===== src/bbah_pkg.sv =====
`default_nettype none
// ----------------------------------------------------------------------------
// bbah_pkg
// Shared types and constants for the byte budget admission block.
// ----------------------------------------------------------------------------
package bbah_pkg;

   localparam int BYTE_W     = 32;
   localparam int CSR_IDX_W  = 4;
   localparam int CSR_DATA_W = 32;

   localparam logic OP_RESERVE = 1'b0;
   localparam logic OP_RELEASE = 1'b1;

   localparam logic [CSR_IDX_W-1:0] CSR_HARD_LIMIT = CSR_IDX_W'(0);
   localparam logic [CSR_IDX_W-1:0] CSR_RECOVERY   = CSR_IDX_W'(1);

   localparam logic [BYTE_W-1:0] HARD_LIMIT_RST = 32'd67108864;
   localparam logic [BYTE_W-1:0] RECOVERY_RST   = 32'd33554432;

   typedef struct packed {
      logic              operation;
      logic [BYTE_W-1:0] byte_count;
   } req_type;

   typedef struct packed {
      logic              granted;
      logic [BYTE_W-1:0] pending_total;
      logic [BYTE_W-1:0] peak_total;
      logic [BYTE_W-1:0] reject_count;
      logic              overload_flag;
      logic              underflow_error;
   } rsp_type;

   typedef struct packed {
      logic [BYTE_W-1:0] hard_limit;
      logic [BYTE_W-1:0] recovery_threshold;
   } cfg_type;

endpackage
`default_nettype wire


===== src/bbah_csr.sv =====
`default_nettype none
// ----------------------------------------------------------------------------
// bbah_csr
// Configuration registers: hard limit and recovery threshold.
// ----------------------------------------------------------------------------
module bbah_csr
   import bbah_pkg::*;
(
   input  wire logic                  clock,
   input  wire logic                  reset,
   input  wire logic                  csr_valid,
   output logic                       csr_ready,
   input  wire logic [CSR_IDX_W-1:0]  csr_index,
   input  wire logic [CSR_DATA_W-1:0] csr_data,
   output cfg_type                    cfg
);

   cfg_type cfg_ff, cfg_in;

   assign csr_ready = 1'b1;
   assign cfg       = cfg_ff;

   always_comb begin
      cfg_in = cfg_ff;
      if (csr_valid) begin
         unique case (csr_index)
            CSR_HARD_LIMIT: cfg_in.hard_limit         = csr_data;
            CSR_RECOVERY:   cfg_in.recovery_threshold = csr_data;
            default:        cfg_in                    = cfg_ff;
         endcase
      end
   end

   always_ff @(posedge clock) begin
      if (reset) begin
         cfg_ff.hard_limit         <= HARD_LIMIT_RST;
         cfg_ff.recovery_threshold <= RECOVERY_RST;
      end else begin
         cfg_ff <= cfg_in;
      end
   end

endmodule
`default_nettype wire


===== src/bbah_core.sv =====
`default_nettype none
// ----------------------------------------------------------------------------
// bbah_core
// Budget state and the admission decision for one request per cycle while fire is high.
// ----------------------------------------------------------------------------
module bbah_core
   import bbah_pkg::*;
#(
   parameter int CNT_W = 32
) (
   input  wire logic clock,
   input  wire logic reset,
   input  wire logic fire,
   input  req_type   item,
   input  cfg_type   cfg,
   output rsp_type   result
);

   localparam logic [CNT_W-1:0] CNT_CAP = {CNT_W{1'b1}};

   logic [BYTE_W-1:0] pending_ff, pending_in;
   logic [BYTE_W-1:0] peak_ff, peak_in;
   logic [CNT_W-1:0]  rejects_ff, rejects_in;
   logic              latch_ff, latch_in;

   logic [BYTE_W-1:0] sum;
   logic [BYTE_W-1:0] diff;
   logic [BYTE_W-1:0] headroom;
   logic              above_thr;
   logic              over_limit;
   logic              is_zero;
   logic              under;
   logic              granted;
   logic              reject;

   always_comb begin
      sum        = pending_ff + item.byte_count;
      diff       = pending_ff - item.byte_count;
      headroom   = cfg.hard_limit - pending_ff;
      above_thr  = pending_ff > cfg.recovery_threshold;
      over_limit = (pending_ff > cfg.hard_limit) || (item.byte_count > headroom);
      is_zero    = item.byte_count == '0;

      pending_in = pending_ff;
      peak_in    = peak_ff;
      latch_in   = latch_ff;
      granted    = 1'b1;
      under      = 1'b0;
      reject     = 1'b0;

      if (item.operation == OP_RESERVE) begin
         if (!is_zero) begin
            if (latch_ff && above_thr) begin
               reject  = 1'b1;
               granted = 1'b0;
            end else if (over_limit) begin
               reject   = 1'b1;
               granted  = 1'b0;
               latch_in = above_thr;
            end else begin
               latch_in   = 1'b0;
               pending_in = sum;
               if (sum > peak_ff) begin
                  peak_in = sum;
               end
            end
         end
      end else begin
         if (!is_zero) begin
            under      = item.byte_count > pending_ff;
            pending_in = under ? '0 : diff;
            if (pending_in <= cfg.recovery_threshold) begin
               latch_in = 1'b0;
            end
         end
      end

      rejects_in = rejects_ff;
      if (reject && (rejects_ff != CNT_CAP)) begin
         rejects_in = rejects_ff + CNT_W'(1);
      end

      result.granted         = granted;
      result.pending_total   = pending_in;
      result.peak_total      = peak_in;
      result.reject_count    = BYTE_W'(rejects_in);
      result.overload_flag   = latch_in;
      result.underflow_error = under;
   end

   always_ff @(posedge clock) begin
      if (reset) begin
         pending_ff <= '0;
         peak_ff    <= '0;
         rejects_ff <= '0;
         latch_ff   <= 1'b0;
      end else if (fire) begin
         pending_ff <= pending_in;
         peak_ff    <= peak_in;
         rejects_ff <= rejects_in;
         latch_ff   <= latch_in;
      end
   end

endmodule
`default_nettype wire


===== src/byte_budget_admission_hysteresis.sv =====
`default_nettype none
// ----------------------------------------------------------------------------
// byte_budget_admission_hysteresis
// Admission control of reserve and release requests against a byte budget.
// ----------------------------------------------------------------------------
// Each request word is registered on entry, decided combinationally against
// the pending, peak, rejection and overload state, and its result word is
// registered on exit. Throughput is one request per cycle while rsp_ready
// is held high; each request passes through the input and result registers
// before rsp valid. The rejection counter saturates at 2^COUNT_WIDTH - 1,
// capped at the 32-bit field maximum. CSR writes are always accepted and
// should be made only while no request is in flight.
// ----------------------------------------------------------------------------
module byte_budget_admission_hysteresis
   import bbah_pkg::*;
#(
   parameter int COUNT_WIDTH = 32
) (
   input  wire logic                  clock,
   input  wire logic                  reset,
   input  wire logic                  req_valid,
   output logic                       req_ready,
   input  req_type                    req_data,
   output logic                       rsp_valid,
   input  wire logic                  rsp_ready,
   output rsp_type                    rsp_data,
   input  wire logic                  csr_valid,
   output logic                       csr_ready,
   input  wire logic [CSR_IDX_W-1:0]  csr_index,
   input  wire logic [CSR_DATA_W-1:0] csr_data
);

   localparam int CNT_W = (COUNT_WIDTH < BYTE_W) ? COUNT_WIDTH : BYTE_W;

   cfg_type cfg;
   rsp_type result;

   logic    in_valid_ff, in_valid_in;
   req_type in_data_ff;
   logic    rsp_valid_ff, rsp_valid_in;
   rsp_type rsp_data_ff;
   logic    advance;

   bbah_csr u_csr (
      .clock     (clock),
      .reset     (reset),
      .csr_valid (csr_valid),
      .csr_ready (csr_ready),
      .csr_index (csr_index),
      .csr_data  (csr_data),
      .cfg       (cfg)
   );

   bbah_core #(
      .CNT_W (CNT_W)
   ) u_core (
      .clock  (clock),
      .reset  (reset),
      .fire   (advance),
      .item   (in_data_ff),
      .cfg    (cfg),
      .result (result)
   );

   assign advance   = in_valid_ff && (!rsp_valid_ff || rsp_ready);
   assign req_ready = !in_valid_ff || advance;
   assign rsp_valid = rsp_valid_ff;
   assign rsp_data  = rsp_data_ff;

   always_comb begin
      in_valid_in = in_valid_ff;
      if (req_ready) begin
         in_valid_in = req_valid;
      end
      rsp_valid_in = rsp_valid_ff;
      if (advance) begin
         rsp_valid_in = 1'b1;
      end else if (rsp_ready) begin
         rsp_valid_in = 1'b0;
      end
   end

   always_ff @(posedge clock) begin
      if (reset) begin
         in_valid_ff  <= 1'b0;
         rsp_valid_ff <= 1'b0;
      end else begin
         in_valid_ff  <= in_valid_in;
         rsp_valid_ff <= rsp_valid_in;
      end
   end

   always_ff @(posedge clock) begin
      if (req_valid && req_ready) begin
         in_data_ff <= req_data;
      end
      if (advance) begin
         rsp_data_ff <= result;
      end
   end

endmodule
`default_nettype wire


===== config.mk =====
export PLATFORM = sky130hd
export DESIGN_NAME = byte_budget_admission_hysteresis
export DESIGN_NICKNAME = d
export VERILOG_FILES = /design/src/bbah_pkg.sv /design/src/bbah_csr.sv /design/src/bbah_core.sv /design/src/byte_budget_admission_hysteresis.sv
export SDC_FILE = /design/constraint.sdc
export NUM_CORES = 1
export LEC_CHECK = 0
export BUFFER_PORTS_ARGS = -buffer_cell sky130_fd_sc_hd__buf_2
export CAP_MARGIN = 15
export CORE_MARGIN = 3
export CORE_UTILIZATION = 65
export DETAILED_ROUTE_END_ITERATION = 12
export PLACE_DENSITY_LB_ADDON = 0.08
export SLEW_MARGIN = 20
export SYNTH_ARGS = -nofsm -noshare
export SYNTH_HDL_FRONTEND = slang
export SYNTH_SLANG_ARGS = --single-unit

===== constraint.sdc =====
create_clock -name clock -period 11 [get_ports clock]
set_input_delay 1.1 -clock clock [delete_from_list [all_inputs] [get_ports clock]]
set_output_delay 1.1 -clock clock [all_outputs]
set_load 0.02 [all_outputs]

## After elaboration in Yosys (flattened, before gate mapping)

Cells that the tools add are included.

- Add/sub/neg operators: 4
- Magnitude comparators: 6
- Equality and inequality tests: 2
- Multiplexer cells: 26
- Bitwise operators: 1
- Reductions and logical operators: 16

Operators by type and width:

| cell | number |
|---|---|
| 2-to-1 mux 32 bit | 12 |
| greater-than comparator 32 bit | 5 |
| subtractor 32 bit | 2 |
| adder 32 x 1 -> 32 bit (second input constant) | 1 |
| adder 32 bit | 1 |
| less-or-equal comparator 32 bit | 1 |
| zero test 32 bit | 1 |
| inequality test 32 bit (second input constant) | 1 |
| 2-to-1 mux 1 bit | 14 |
| equality test 4 x 1 -> 1 bit (second input constant) | 1 |
| logical AND 1 bit | 4 |
| zero test 4 bit | 1 |
| AND reduction 2 bit | 2 |
| OR reduction 2 bit | 2 |
| logical OR 1 bit | 3 |
| zero test 1 bit | 2 |
| nonzero test 2 bit | 1 |
| inverter 1 bit | 1 |

- Register bits: 295
- Input bits: 74
- Output and inout bits: 102
- Word-level logic and storage cells: 71

## Depth between registers and ports, before layout

- Word-level depth: 9
- Depth in mapped cells: 24
- Gate-level depth less buffers: 22

## By module

Synthesis repeated with hierarchy kept, for this count alone.

- Cell total of the unflattened synthesis: 2,311
- Area total of the unflattened synthesis: 20,716.1 um2

Modules (own cells, without submodules):

| module | instances | cells each | area an instance (um2) | seq. area each (um2) |
|---|---|---|---|---|
| bbah_core | 1 | 1,920 | 13,940.9 | 1,941.9 |
| byte_budget_admission_hysteresis | 1 | 142 | 4,067.7 | 4,003.8 |
| bbah_csr | 1 | 249 | 2,707.6 | 1,281.2 |

## Least setup slack after synthesis

OpenSTA, ideal clock, no wires.

- Path type: input port to flip-flop
- From: in rsp_ready
- To: reg u_core.pending_ff[28]
- Setup time: 0.323 ns
- Arrival: 5.083 ns
- Data required time: 10.677 ns
- Slack: 5.594 ns
- Stages: 7
- Buffers on the path: 3
- Path through: nor2b_1 nand2b_1 clkbuf_1 inv_1 clkbuf_1 clkbuf_1 a221oi_1

- Longest elaborated chain between the ends: 2

Ends and longest elaborated chain:

| element | line | RTL |
|---|---|---|
| from (decl) | byte_budget_admission_hysteresis.sv:25 | `input wire logic rsp_ready,` |
| logical OR 1 bit | byte_budget_admission_hysteresis.sv:65 | `assign advance = in_valid_ff && (!rsp_valid_ff \|\| rsp_ready);` |
| logical AND 1 bit | byte_budget_admission_hysteresis.sv:65 |  |
| named net advance | byte_budget_admission_hysteresis.sv:42 | `logic advance;` |
| to (signal assigned) | bbah_core.sv:98 | `pending_ff <= pending_in;` |
| to (decl) | bbah_core.sv:21 | `logic [BYTE_W-1:0] pending_ff, pending_in;` |

The timed path passes the listed nets, and every way through them passes these cells.
A chain may end at the register's enable or synchronous reset.

==> impl_metrics.ini <==
[placement]
placed_area_sq_um = 22200
dp_hpwl_um = 51500
dp_slack_ns = 4.31
gp_congestion = 0.992
io_buffers = 174

[route]
drt_iter0_drc = 2136
ant_nets = 0
viasPerCell = 6.69
drc = 0
routed_wl_um = 68800
post_drt_wl_per_cell_um = 22.7
drt_pass1_iterations = 7
vias = 20300

[global_route]
grt_overflow = 0
grt_pass1_wl_um = 105000
grt_max_degree = 92
track_usage_pct = 38.6
first_global_vias = 19000
antenna_found_initial = 1

[floorplanning]
start_util_pct = 66.4
coreArea_sq_um = 31800
num_rows = 65
die_x_um = 186
pin_count = 176
die_y_um = 186
dieArea_sq_um = 34700

[yosys]
ys.flop_type = dfxtp_1
synth_cell_type_count = 94
synthArstFlopShare_pct = 0
syn_nets = 2764
synth_edf_count = 132
netlist_instances = 2463
yosys_warnings = 0
ys_ff_latch = 295
synth_area_per_cell_sq_um = 8.57
yosysSeqAreaShare_pct = 34.2
synth_area_sq_um = 21100

[layout]
antenna_cells = 0
syn_to_final_growth_pct = 10.2
stdcell_area_sq_um = 23300
drive_above_1_share_pct = 12.4
nets = 2872
final_common_cell = a21oi_1
layout_common_cells = a21oi_1 (278), nand2_1 (233), ha_1 (224), inv_1 (199), buf_2 (173)

[clock_tree]
cts_buffer_depth = 3
cts_resized = 0
cts_tree = built
cts_setup_buffers = 0
cts_hold_buf = 0
clock_latency_ns = 0.53
htree_num_levels = 2
cts.clk_slew.worst_paths_ns = 0.07
numCtsBuffers = 34
clock-sinks = 295
cts_root_buffer = clkbuf_16

[critical_path]
critPathKind = flop to flop
crit_path_max_fanout = 21
endpoint_kind = flop
slowest_delay_ns = 0.74
cp.arrival_ns = 7.08
path_cells = inv_1, ha_1, nor2b_1, o21a_1, o21ai_0, a21o_1, a21oi_1, o31a_1, o2111a_1, or2_2, a311oi_1, ha_1, a21oi_1, o21ai_0, a211o_1, o2bb2ai_1, or3_4, o21ai_2, nand2_1, a211o_1
worst_setup_path_start_kind = flop
crit_slowest_cell = nand2_1
required_ns = 11.27

[job]
maxCapViolCount = 0

[power_and_ir_drop]
p_leak_nw = 9.54
seqPwrFrac_pct = 35.2
power.net_switching_mw = 1.31
switching_share_pct = 36.2
power_frac_comb_pct = 32.6
power_density_nw_per_um2 = 155
ir_drop_mv = 0.150
clock_power_share_pct = 32.2
internal_power_mw = 2.31

[timing]
period_minus_slack_ns = 6.81
rsz0062_at_grt = false
report.final.slew_viol_count = 0
whs_ns = 0.459
setup_viol = 0
setup_tns_ns = 0
fin_skew_ns = 0.0223
fmax_mhz = 147
slew_headroom_pct = 16.3
fin_crit_sh_pct = 61.9
layout_setup_ws_ns = 4.19
final-hold-violation-count = 0
tightest_slew_ns = 1.25

[status]
status = finished clean

[worst_hold_path]
min_path_type = flop to flop
==> cell type report <==
cell class                      instances  area [sq um]
Timing Repair Buffer                  197          1050
Tap cell                              435           544
Multi-Input combinational cell       1843         12600
Sequential cell                       295          7230
Clock inverter                         13           158
Clock buffer                           47           962
Inverter                              200           756
Fill cell                            2414          8520
==> logic make-up after synthesis <==
group | count (synthesis) | synth area share (%)
xor gates and xnor gates | 94 | 3.90
AOI/OAI and AO/OA | 751 | 23.4
other | 1 | 0.0178
adders and majority gates | 227 | 13.6
muxes | 18 | 0.901
DFF | 295 | 34.2
buffers and inverters | 325 | 6.31
and+or+nand+nor | 752 | 17.7
==> per-stage QoR <==
| stage | instances | utilization, % | total power, mW |
|---|---|---|---|
| floorplan | 2463 | - | 2.11 |
| global placement | 2969 | 69.6 | 2.39 |
| detailed placement | 2970 | 69.7 | 2.42 |
| CTS | 3030 | 73.2 | 3.57 |
| global route | 3030 | 73.2 | 3.76 |
| finish | 3030 | 73.2 | 3.61 |
==> Yosys cell counts (all sizes together) (18+ instances only) <==
| cell | number | area share, % |
|---|---|---|
| nor3 | 71 | 1.8 |
| buf | 44 | 1.3 |
| edfxtp | 132 | 19 |
| nand2 | 235 | 4.2 |
| a21oi | 278 | 6.6 |
| nor4 | 40 | 1.2 |
| nor2b | 22 | 0.65 |
| a211oi | 36 | 1.6 |
| dfxtp | 163 | 15 |
| or4 | 29 | 1.0 |
| ha | 224 | 13 |
| nand2b | 18 | 0.53 |
| nand3 | 54 | 1.3 |
| o21a | 19 | 0.68 |
| xnor2 | 48 | 2.0 |
| nand4 | 40 | 1.2 |
| a21o | 51 | 1.8 |
| clkbuf | 81 | 1.4 |
| nor2 | 156 | 2.9 |
| inv | 200 | 3.6 |
| and3 | 20 | 0.59 |
| a31oi | 47 | 1.4 |
| o21ai | 118 | 2.9 |
| xor2 | 46 | 1.9 |
| a2111oi | 18 | 0.94 |
| o31ai | 34 | 1.2 |
==> layer usage <==
layer  track usage, %  vias up  wire length (um)
met1             53.2     9503             27500
li1                 -     9266                 -
met5                0        -                 0
met2             59.7     1279             30200
met3             7.58      213              8040
met4             15.8        0              3040
==> registers in the layout, indices dropped and copies added, names as in the netlist, 32 cells and up <==
signal,flops
in_data_ff,33
rsp_data,99
u_core.peak_ff,32
u_core.pending_ff,32
u_core.rejects_ff,32
u_csr.cfg,64
==> power groups by stage <==
stage / clock network (mW) / registers, mW / logic, mW
6_report: 1.16 / 1.27 / 1.18
4_1_cts: 1.16 / 1.27 / 1.14
5_1_grt: 1.21 / 1.27 / 1.27
3_5_place_dp: 0 / 1.29 / 1.13
2_1_floorplan: 0 / 1.31 / 0.801
3_3_place_gp: 0 / 1.29 / 1.10
==> critical path: cells and delay by family, from the launching register on <==
kind | cells | cell delay, ns
flops | 1 | 0.53
simple gates | 4 | 1.68
buf+inv | 1 | 0.16
compound gates | 13 | 3.56
fa+ha+maj | 2 | 0.61
==> path summary, 6_finish.rpt <==
check | endpoint | cells past startpoint | slack [ns] | from
setup / recovery | rsp_data[67] | 20 | 4.19 | u_core.pending_ff[1]
hold / removal | u_csr.cfg[17] | 2 | 0.46 | u_csr.cfg[17]
setup reg to reg | rsp_data[67] | 20 | 4.19 | u_core.pending_ff[1]
hold reg to reg | u_csr.cfg[17] | 2 | 0.46 | u_csr.cfg[17]
Note: power is estimated with default switching activity, not from simulation.
